### config.mk
export PLATFORM = sky130hd
export DESIGN_NAME = interval_timer_three_channel_flat
export DESIGN_NICKNAME = d
export VERILOG_FILES = /design/src/design/pit3_pkg.sv /design/src/design/pit3_if.sv /design/src/design/pit3_chan.sv /design/src/design/interval_timer_three_channel.sv /design/src/flat_wrapper.sv
export SDC_FILE = /design/constraint.sdc
export NUM_CORES = 1
export LEC_CHECK = 0
export BUFFER_PORTS_ARGS = -buffer_cell sky130_fd_sc_hd__buf_2
export CAP_MARGIN = 20
export CORE_UTILIZATION = 35
export CTS_CLUSTER_DIAMETER = 30
export CTS_CLUSTER_SIZE = 14
export DETAILED_ROUTE_END_ITERATION = 8
export HOLD_SLACK_MARGIN = 0.15
export REMOVE_ABC_BUFFERS = 1
export SLEW_MARGIN = 5
export SYNTH_ARGS = -nofsm -noshare
export SYNTH_HDL_FRONTEND = slang
export SYNTH_SLANG_ARGS = --single-unit
### constraint.sdc
create_clock -name clk -period 4.98 [get_ports clk]
set_clock_uncertainty 0.15 [all_clocks]
set_input_delay 0.996 -clock clk [delete_from_list [all_inputs] [get_ports clk]]
set_output_delay 0.996 -clock clk [all_outputs]
set_load 0.01 [all_outputs]
### src/design/pit3_pkg.sv
`default_nettype none
package pit3_pkg;

  typedef enum logic [1:0] {
    REQ_WRITE = 2'd0,
    REQ_READ  = 2'd1,
    REQ_TICK  = 2'd2,
    REQ_GATE  = 2'd3
  } req_t;

  localparam logic [1:0] ADDR_CTRL = 2'd3;
  localparam logic [16:0] FULL_EMPTY = 17'h10000;
  localparam logic [16:0] TC_ADD = 17'h0FFFF;

  typedef struct packed {
    logic [15:0] reload;
    logic [16:0] count;
    logic [2:0]  mode;
    logic [1:0]  rphase;
    logic [1:0]  wphase;
    logic [16:0] latch;
    logic        outs;
    logic        gate;
    logic        enabled;
    logic        thit;
    logic        initial_f;
    logic        pend;
    logic        disabled;
    logic        held;
    logic        relatch;
  } chan_t;

  typedef struct packed {
    logic [1:0] req_type;
    logic [1:0] addr;
    logic [7:0] write_data;
    logic [1:0] channel;
    logic       gate_in;
  } req_item_t;

  typedef struct packed {
    logic [7:0] read_data;
    logic       out_level_zero;
    logic       out_level_one;
    logic       out_level_two;
  } res_item_t;

endpackage
`default_nettype wire

### src/design/pit3_if.sv
`default_nettype none
interface pit3_req_if;
  logic                 valid;
  logic                 ready;
  pit3_pkg::req_item_t  data;
  modport source (output valid, output data, input ready);
  modport sink (input valid, input data, output ready);
endinterface

interface pit3_res_if;
  logic                 valid;
  logic                 ready;
  pit3_pkg::res_item_t  data;
  modport source (output valid, output data, input ready);
  modport sink (input valid, input data, output ready);
endinterface
`default_nettype wire

### src/design/pit3_chan.sv
`default_nettype none
// Next state of one channel for one request, plus the read byte.
module pit3_chan (
  input  wire pit3_pkg::chan_t  cur,
  input  wire logic             do_ctrl,
  input  wire logic             do_wr,
  input  wire logic             do_rd,
  input  wire logic             do_tick,
  input  wire logic             do_gate,
  input  wire logic [7:0]       wdata,
  input  wire logic             gate_in,
  output pit3_pkg::chan_t       nxt,
  output logic [7:0]            rdata
);
  logic [16:0] full;
  logic [16:0] cur_cnt;
  logic [16:0] dec;
  logic [16:0] add;
  logic [16:0] full_rel;
  logic [2:0]  m;
  logic        rise;

  always_comb begin
    nxt = cur;
    rdata = 8'd0;
    full = (cur.reload == 16'd0) ? pit3_pkg::FULL_EMPTY : {1'b0, cur.reload};
    cur_cnt = (cur.mode == 3'd2) ? cur.count + 17'd1 : cur.count;
    full_rel = (cur.mode == 3'd2) ? full - 17'd1 : full;
    dec = 17'd0;
    add = pit3_pkg::TC_ADD;
    m = 3'd0;
    rise = gate_in & ~cur.gate;

    if (do_ctrl) begin
      if (wdata[5:4] == 2'b00) begin
        nxt.latch = cur_cnt;
        nxt.relatch = 1'b0;
        nxt.rphase = 2'd3;
        nxt.held = 1'b1;
      end else begin
        nxt.rphase = wdata[5:4];
        nxt.wphase = wdata[5:4];
        m = wdata[3:1];
        if (m > 3'd5) m = {1'b0, m[1:0]};
        nxt.mode = m;
        nxt.relatch = 1'b1;
        nxt.initial_f = 1'b1;
        nxt.outs = (m != 3'd0);
        nxt.disabled = 1'b1;
      end
      nxt.thit = 1'b0;
    end

    if (do_wr) begin
      case (cur.wphase)
        2'd1: nxt.reload = {8'd0, wdata};
        2'd2: nxt.reload = {wdata, 8'd0};
        2'd0: begin
          nxt.reload = {wdata, cur.reload[7:0]};
          nxt.wphase = 2'd3;
        end
        default: begin
          nxt.reload = {cur.reload[15:8], wdata};
          nxt.wphase = 2'd0;
        end
      endcase
      if (cur.wphase != 2'd3) begin
        full = (nxt.reload == 16'd0) ? pit3_pkg::FULL_EMPTY : {1'b0, nxt.reload};
        nxt.pend = 1'b0;
        nxt.disabled = 1'b0;
        case (cur.mode)
          3'd0: begin
            nxt.count = full;
            nxt.outs = 1'b0;
            nxt.thit = 1'b0;
            nxt.enabled = cur.gate;
          end
          3'd2, 3'd3: begin
            if (cur.initial_f) begin
              nxt.count = (cur.mode == 3'd2) ? full - 17'd1 : full;
              nxt.outs = 1'b1;
              nxt.thit = 1'b0;
            end
            nxt.enabled = cur.gate;
          end
          3'd4: begin
            if (!cur.thit && !cur.initial_f) begin
              nxt.pend = 1'b1;
            end else begin
              nxt.count = full;
              nxt.outs = 1'b0;
              nxt.thit = 1'b0;
            end
            nxt.enabled = cur.gate;
          end
          default: nxt.enabled = 1'b1;
        endcase
        nxt.initial_f = 1'b0;
      end
    end

    if (do_rd) begin
      if (cur.relatch && !cur.held) begin
        nxt.relatch = 1'b0;
        nxt.latch = cur_cnt;
      end
      case (cur.rphase)
        2'd0, 2'd2: begin
          rdata = nxt.latch[15:8];
          if (cur.rphase == 2'd0) nxt.rphase = 2'd3;
          nxt.held = 1'b0;
          nxt.relatch = 1'b1;
        end
        2'd1: begin
          rdata = nxt.latch[7:0];
          nxt.held = 1'b0;
          nxt.relatch = 1'b1;
        end
        default: begin
          rdata = nxt.latch[7:0];
          nxt.rphase = 2'd0;
        end
      endcase
    end

    if (do_tick && !cur.thit && cur.enabled) begin
      if (cur.mode == 3'd3) dec = (cur.count <= 17'd2) ? 17'd0 : cur.count - 17'd2;
      else dec = cur.count - 17'd1;
      nxt.count = dec;
      if (dec == 17'd0) begin
        if (!cur.disabled) begin
          case (cur.mode)
            3'd2: begin
              add = full;
              nxt.outs = 1'b1;
            end
            3'd3: begin
              add = full;
              nxt.outs = ~cur.outs;
            end
            3'd4: begin
              if (!cur.thit) nxt.outs = 1'b1;
              if (cur.pend) begin
                nxt.pend = 1'b0;
                add = full;
              end else begin
                nxt.thit = 1'b1;
              end
            end
            default: begin
              nxt.outs = 1'b1;
              nxt.thit = 1'b1;
            end
          endcase
        end
        nxt.count = add;
      end
    end

    if (do_gate) begin
      if (!cur.disabled) begin
        case (cur.mode)
          3'd0, 3'd4: nxt.enabled = gate_in;
          3'd1, 3'd5: begin
            if (rise) begin
              nxt.count = full;
              nxt.outs = 1'b0;
              nxt.thit = 1'b0;
              nxt.enabled = 1'b1;
            end
          end
          default: begin
            if (rise) begin
              nxt.count = full_rel;
              nxt.outs = 1'b1;
              nxt.thit = 1'b0;
            end
            nxt.enabled = gate_in;
          end
        endcase
      end
      nxt.gate = gate_in;
    end
  end
endmodule
`default_nettype wire

### src/design/interval_timer_three_channel.sv
`default_nettype none
// Three-counter interval timer, 8253 style.
// in_ channel: one request per item: a bus write (control word at address 3,
//   counter byte at 0-2), a bus read, one counter clock tick, or a gate
//   level change for the given channel.
// out_ channel: one result per request: the read byte (zero unless a read)
//   and the three output levels after the request.
// Pipeline: the request is registered at the input, then its result is registered
//   and shown on the out_ channel. Throughput: one request per cycle while
//   out_ready is high; the channel state update is one pass of logic between
//   the input register and the result register.
// Reset: counters idle, reload 0xFFFF, gates high/high/low, all outputs low.
// Stall: when out_ready is low the result holds; one more request may enter
//   the input register, then in_ready drops until the result is taken.
module interval_timer_three_channel #(
  parameter int NUM_CHANNELS = 3
) (
  input  wire logic    clk,
  input  wire logic    rst_n,
  pit3_req_if.sink     in_ch,
  pit3_res_if.source   out_ch
);
  localparam int NCH = 3;

  pit3_pkg::chan_t     ch_r [NCH];
  pit3_pkg::chan_t     ch_nxt [NCH];
  logic [7:0]          rd_ch [NCH];
  pit3_pkg::req_item_t req_r;
  logic                req_v_r;
  pit3_pkg::res_item_t res_r;
  pit3_pkg::res_item_t res_nxt;
  logic                res_v_r;
  logic [7:0]          ctl_r;
  logic [7:0]          ctl_nxt;
  logic                adv;
  logic                cw_ok;

  function automatic pit3_pkg::chan_t chan_rst_val(int idx);
    pit3_pkg::chan_t v;
    v = '0;
    v.reload = 16'hFFFF;
    v.gate = (idx < 2);
    v.thit = (idx == 0);
    return v;
  endfunction

  assign adv = req_v_r && (!res_v_r || out_ch.ready);
  assign in_ch.ready = !req_v_r || adv;
  assign out_ch.valid = res_v_r;
  assign out_ch.data = res_r;
  assign cw_ok = (32'(req_r.write_data[7:6]) < NUM_CHANNELS);

  for (genvar i = 0; i < NCH; i++) begin : g_ch
    logic is_w, is_r, ok;
    assign ok = (i < NUM_CHANNELS);
    assign is_w = req_r.req_type == pit3_pkg::REQ_WRITE;
    assign is_r = req_r.req_type == pit3_pkg::REQ_READ;
    pit3_chan u_chan (
      .cur     (ch_r[i]),
      .do_ctrl (ok && is_w && req_r.addr == pit3_pkg::ADDR_CTRL
                && req_r.write_data[7:6] == 2'(i)),
      .do_wr   (ok && is_w && req_r.addr == 2'(i)),
      .do_rd   (ok && is_r && req_r.addr == 2'(i)),
      .do_tick (ok && req_r.req_type == pit3_pkg::REQ_TICK && req_r.channel == 2'(i)),
      .do_gate (ok && req_r.req_type == pit3_pkg::REQ_GATE && req_r.channel == 2'(i)),
      .wdata   (req_r.write_data),
      .gate_in (req_r.gate_in),
      .nxt     (ch_nxt[i]),
      .rdata   (rd_ch[i])
    );
  end

  always_comb begin
    ctl_nxt = ctl_r;
    if (req_r.req_type == pit3_pkg::REQ_WRITE && req_r.addr == pit3_pkg::ADDR_CTRL
        && cw_ok) begin
      ctl_nxt = (req_r.write_data[5:4] == 2'b00) ? (req_r.write_data | 8'h30)
                                                 : req_r.write_data;
    end
    res_nxt.read_data = 8'd0;
    if (req_r.req_type == pit3_pkg::REQ_READ) begin
      if (req_r.addr == pit3_pkg::ADDR_CTRL) res_nxt.read_data = ctl_r;
      else if (32'(req_r.addr) < NUM_CHANNELS) res_nxt.read_data = rd_ch[req_r.addr];
    end
    res_nxt.out_level_zero = ch_nxt[0].outs && (NUM_CHANNELS > 0);
    res_nxt.out_level_one  = ch_nxt[1].outs && (NUM_CHANNELS > 1);
    res_nxt.out_level_two  = ch_nxt[2].outs && (NUM_CHANNELS > 2);
  end

  always_ff @(posedge clk) begin
    if (!rst_n) begin
      req_v_r <= 1'b0;
      res_v_r <= 1'b0;
      ctl_r <= 8'd0;
      for (int i = 0; i < NCH; i++) ch_r[i] <= chan_rst_val(i);
    end else begin
      if (in_ch.valid && in_ch.ready) req_v_r <= 1'b1;
      else if (adv) req_v_r <= 1'b0;
      if (adv) begin
        res_v_r <= 1'b1;
        ctl_r <= ctl_nxt;
        for (int i = 0; i < NCH; i++) ch_r[i] <= ch_nxt[i];
      end else if (out_ch.ready) begin
        res_v_r <= 1'b0;
      end
    end
  end

  always_ff @(posedge clk) begin
    if (in_ch.valid && in_ch.ready) req_r <= in_ch.data;
    if (adv) res_r <= res_nxt;
  end
endmodule
`default_nettype wire

### src/flat_wrapper.sv
// flat-port wrapper written by rule: the top's interface ports become plain ports
module interval_timer_three_channel_flat 
#(
  parameter int NUM_CHANNELS = 3
)
  (clk, rst_n, in_ch_valid, in_ch_data, in_ch_ready, out_ch_valid, out_ch_data, out_ch_ready);
  pit3_req_if in_ch_i ();
  pit3_res_if out_ch_i ();
  input  wire logic clk;
  input  wire logic rst_n;
  input wire logic [$bits(in_ch_i.valid)-1:0] in_ch_valid;
  input wire logic [$bits(in_ch_i.data)-1:0] in_ch_data;
  output wire logic [$bits(in_ch_i.ready)-1:0] in_ch_ready;
  output wire logic [$bits(out_ch_i.valid)-1:0] out_ch_valid;
  output wire logic [$bits(out_ch_i.data)-1:0] out_ch_data;
  input wire logic [$bits(out_ch_i.ready)-1:0] out_ch_ready;
  assign in_ch_i.valid = in_ch_valid;
  assign in_ch_i.data = in_ch_data;
  assign in_ch_ready = in_ch_i.ready;
  assign out_ch_valid = out_ch_i.valid;
  assign out_ch_data = out_ch_i.data;
  assign out_ch_i.ready = out_ch_ready;
  interval_timer_three_channel #(.NUM_CHANNELS(NUM_CHANNELS)) u_core (.clk(clk), .rst_n(rst_n), .in_ch(in_ch_i), .out_ch(out_ch_i));
endmodule
# Word level (Yosys, flattened, before mapping)

Memories as Yosys holds them, arrays and structs flattened.
Cells that the tools add are included.

Register bits: 36
Bits in writable memories: 198
Input port bits: 19
Output and inout port bits: 13
Logic and storage cells: 467
Memories: 1

Memories:

| memory      | words | bits a word | read ports | clocked after Yosys merged registers in | wr ports | line                               | source |
|---|---|---|---|---|---|---|---|
| u_core.ch_r | 3     | 66          | 3          | 0                                       | 3        | interval_timer_three_channel.sv:25 | `pit3_pkg::chan_t ch_r [NCH];` |

Add/subtract/negate cells: 15
Order comparisons: 7
Eq/ne operators: 40
Mux-type cells: 285
Bitwise gates (word level): 13
Reductions and logical operators: 94

Operator list:

| operator                | number |
|---|---|
| $mux W17                | 72 |
| $pmux W17 S2            | 6 |
| $mux W66                | 3 |
| $pmux W17 S3            | 3 |
| $sub A17 B1 Y17 const B | 9 |
| $pmux W16 S3            | 3 |
| $mux W1                 | 105 |
| $mux W33                | 3 |
| $logic_not A16 Y1       | 6 |
| $mux W8                 | 10 |
| $mux W25                | 3 |
| $mux W2                 | 28 |
| $add A17 B1 Y17 const B | 3 |
| $le A17 B2 Y1 const B   | 3 |
| $logic_not A17 Y1       | 3 |
| $sub A17 B2 Y17 const B | 3 |
| $mux W16                | 3 |
| $mux W3                 | 11 |
| $logic_and A1 B1 Y1     | 31 |
| $mux W5                 | 6 |
| $reduce_or A2 Y1        | 15 |
| $eq A2 B2 Y1 const B    | 12 |
| $pmux W1 S2             | 12 |
| $pmux W2 S2             | 6 |
| 25 further kinds        | 95 |

# Longest topological paths before layout

Word-level depth: 21
Mapped depth: 17
Mapped depth without buffers: 14

# By module

A second synthesis with hierarchy kept.

Cell total of the unflattened synthesis: 2744
Area, all modules: 22191.3 um2

Modules (own cells, without submodules):

| module                            | instances | cells each | area each (um2) | sequential area each (um2) |
|---|---|---|---|---|
| interval_timer_three_channel      | 1         | 538        | 8911.0          | 6926.6 |
| pit3_chan (u_core.g_ch[2].u_chan) | 1         | 767        | 4451.8          | 0.0 |
| pit3_chan (u_core.g_ch[0].u_chan) | 1         | 705        | 4414.2          | 0.0 |
| pit3_chan (u_core.g_ch[1].u_chan) | 1         | 734        | 4414.2          | 0.0 |

# Worst setup path after synthesis

Ideal clock, no wire load.

Path type: input to register
From: input out_ch_ready
To: memory u_core.ch_r[0][0] in the netlist's numbering (enable)
Library setup time: 1.168 ns
Arrival time: 3.510 ns
Path slack: 0.152 ns
Cell stages on the path: 3
Cells stage by stage: nand2b_1 -> nand2_1 -> nand2_1

RTL lines:

| what            | line                               | source |
|---|---|---|
| start, declared | flat_wrapper.sv:16                 | `input wire logic [$bits(out_ch_i.ready)-1:0] out_ch_ready;` |
| end, declared   | interval_timer_three_channel.sv:25 |  |

==> flow_summary.ini <==
[outcome]
outcome = finished, final reports clean

[placed_design]
hpwl_mm = 59.6
dp.cells = 3194
place_congestion = 0.978
port_buffers = 31

[die]
boundaryPins = 32
dieArea_sq_um = 59000
rows = 87
initial_core_util = 0.357
coreArea_sq_um = 56900
die_h_microns = 243
die_x_microns = 243

[routing]
drtIter0Drc = 2505
drc = 0
via_per_inst = 6.40
routedWlPerCell_microns = 24.6
drtPass1Iterations = 6
routed_wl_mm = 82.0
vias = 21313
postRouteAntennaNets = 0

[power]
p_total_mw = 8.41
seq_power_share = 0.293
ir_drop_mv = 0.297
switching_share = 0.282
clockPowerShare = 0.577
powerDensity_nw_per_um2 = 351
p_sw_mw = 2.37
p_leak_nw = 8.10
intPower_mw = 6.03
pwr-share-comb = 0.130

[sta]
slew_headroom = 0.247
worst_pin_slew_ns = 1.13
fin_hold_ws_ns = 0.316
min_period_ns = 4.34
max_freq_mhz = 231
drv_slew = 0
finalHoldViolCount = 0
fin_crit_sh = 0.871
rsz0062_at_grt = false
setup_violations = 0

[clock_tree]
cts_buffers = 71
cts.repair.resized = 0
htreeDepth = 3
cts_root_buffer = clkbuf_16
cts_setup_buffers = 0
clk_pin_slew_ns = 0.05
ctsHoldBuffers = 0
cts.path.max_buffers = 3
clk_latency_ns = 0.61
cts_tree = yes
cts.sinks = 231

[yosys]
yosys.area.top_type_share = 0.327
synth_top_family_by_area = compound AO/OA/AOI/OAI gates
syn_inst = 2525
synth_area_leaders = edfxtp_1 (33%), nor2_1 (5.4%), o21ai_0 (5.3%)
synth_enable_flop_cells = 221
synthMuxAreaShare = 0.0324
synth_seq_cells = 231
synth_xor_area_frac = 0.0595
synth-compound-area-share = 0.258
synth.most_common_cell = nor2_1
synth_area_sq_um = 20300
synthAdderAreaFrac = 0.0203
synthArstFlopShare = 0
yosysWarnings = 0
synth_seq_area_share = 0.336
netlist-cell-type-count = 85
synth-main-ff-cell = edfxtp_1
yosys.area_share.simple = 0.244
synth_top_area_cell = edfxtp_1
synth_common_cells = nor2_1 (291), nand2_1 (226), edfxtp_1 (221)
syn_area_per_cell_sq_um = 8.05

[worst_setup_path]
slowest_stage = ha_1
cpMostUsedCell = ha_1
crit_path_cell_trace = ha_1 -> nor2b_1 -> a22oi_1 -> ha_1 -> and3_1 -> nand4_1 -> nand2_1 -> nand3_1 -> xor2_1 -> a221oi_1 -> o32ai_1
critPathMaxStageDelay_ns = 0.79
end_kind = register
required_ns = 5.16
startpoint_type = register
path_buf_inv = 0
criticalPathCategory = register to register
critPathMaxFanout = 28
path_delay_family = simple AND/OR/NAND/NOR gates
arrival_ns = 4.52

[final_layout]
finalNonFillerCells = 3328
n_fill_cell = 5653
areaGrowthSynthToFinish_pct = 17.7
layout-drive-gt1-share = 0.118
nNetsFinal = 2565

[grt]
gr-usage-all-layers = 0.273
grt_pass1_wl_mm = 125
antenna_found_initial = 2
grt_overflow_total = 0
grt_max_degree = 59
first_global_vias = 20555

[run]
drv_cap = 0

[min_path]
holdCritPathClass = register to register
==> state kept, by name, summed over array words and instances, names as in the netlist <==
register             flops
u_core.req_r            15
u_core.out_ch.valid      1
u_core.ctl_r             8
u_core.out_ch.data      11
u_core.req_v_r           1
u_core.ch_r            195
==> per-stage QoR <==
stage | instance area, sq um | utilization | setup slack [ns] | setup TNS [ns]
floorplan | 19500 | - | -1.03 | -22.51
global placement | 21300 | 0.375 | 0.864 | 0
detailed placement | 21300 | 0.375 | 0.779 | 0
CTS | 23900 | 0.420 | 0.749 | 0
global route | 23900 | 0.420 | 0.295 | 0
finish | 23900 | 0.420 | 0.644 | 0
==> routing by layer <==
| metal | wire (microns) | global-route usage | vias to the layer above | part of all wire |
|---|---|---|---|---|
| met5 | 0 | 0 | - | 0 |
| met4 | 3560 | 0.125 | 0 | 0.043 |
| met3 | 6620 | 0.0441 | 223 | 0.081 |
| met2 | 36600 | 0.425 | 1149 | 0.45 |
| met1 | 35200 | 0.368 | 10427 | 0.43 |
| li1 | - | - | 9514 | - |
==> tightest hold or removal path: cells and delay by family, from the launching register on <==
family / cells / cell delay (ns)
AO/OA/AOI/OAI: 1 / 0.06
flip-flops: 1 / 0.30
AND/OR/NAND/NOR: 1 / 0.06
==> path summary, 6_finish.rpt <==
| path | startpoint | to | slack, ns | depth (start not counted) |
|---|---|---|---|---|
| max | u_core.ch_r[0][26] | u_core.ch_r[0][38] | 0.64 | 11 |
| min | u_core.ctl_r[0] | u_core.ctl_r[0] | 0.32 | 2 |
| max reg2reg | u_core.ch_r[0][26] | u_core.ch_r[0][38] | 0.64 | 11 |
| min reg2reg | u_core.ctl_r[0] | u_core.ctl_r[0] | 0.32 | 2 |
==> power by group through the flow <==
stage | Clock, mW | Combinational (mW) | Sequential, mW
3_3_place_gp | 0 | 1.05 | 2.48
2_1_floorplan | 0 | 0.683 | 2.42
5_1_grt | 5.00 | 1.17 | 2.48
4_1_cts | 4.89 | 1.07 | 2.46
6_report | 4.85 | 1.09 | 2.47
3_5_place_dp | 0 | 1.06 | 2.49
==> cells in the final DEF (no fill, tap or decap), types with 33 or more instances in the layout <==
master     instances
a211oi_1          79
o211ai_1          37
a22oi_1           35
inv_1             48
buf_4             88
xnor2_1           89
nand2_1          225
nand2b_1          40
a21oi_1          196
nor3_1            84
o21ai_0          212
and3_1            33
o22ai_1           50
xor2_1            49
nand3_1           73
clkbuf_16         72
edfxtp_1         221
nor2_1           291
ha_1              33
==> cell type report <==
type	instances	area [sq um]	share of cell area
timing repair buffer	121	851	0.0356
tap	756	946	0.0395
clock buffer	78	1830	0.0767
sequential	231	6840	0.286
inverter	49	184	0.00769
antenna	1	2.50	0.000105
multi-input combinational	2039	12600	0.525
clock inverter	53	712	0.0298
==> logic make-up (layout without fill, tap and decap cells) <==
| group | count (synthesis) | after routing |
|---|---|---|
| flops | 231 | 231 |
| buf+inv | 255 | 301 |
| simple gates | 996 | 996 |
| mux | 48 | 48 |
| xor+xnor | 138 | 138 |
| compound gates | 824 | 824 |
| fa+ha+maj | 33 | 33 |
| other cells | 0 | 1 |
Power figures use the tool's default switching activity.
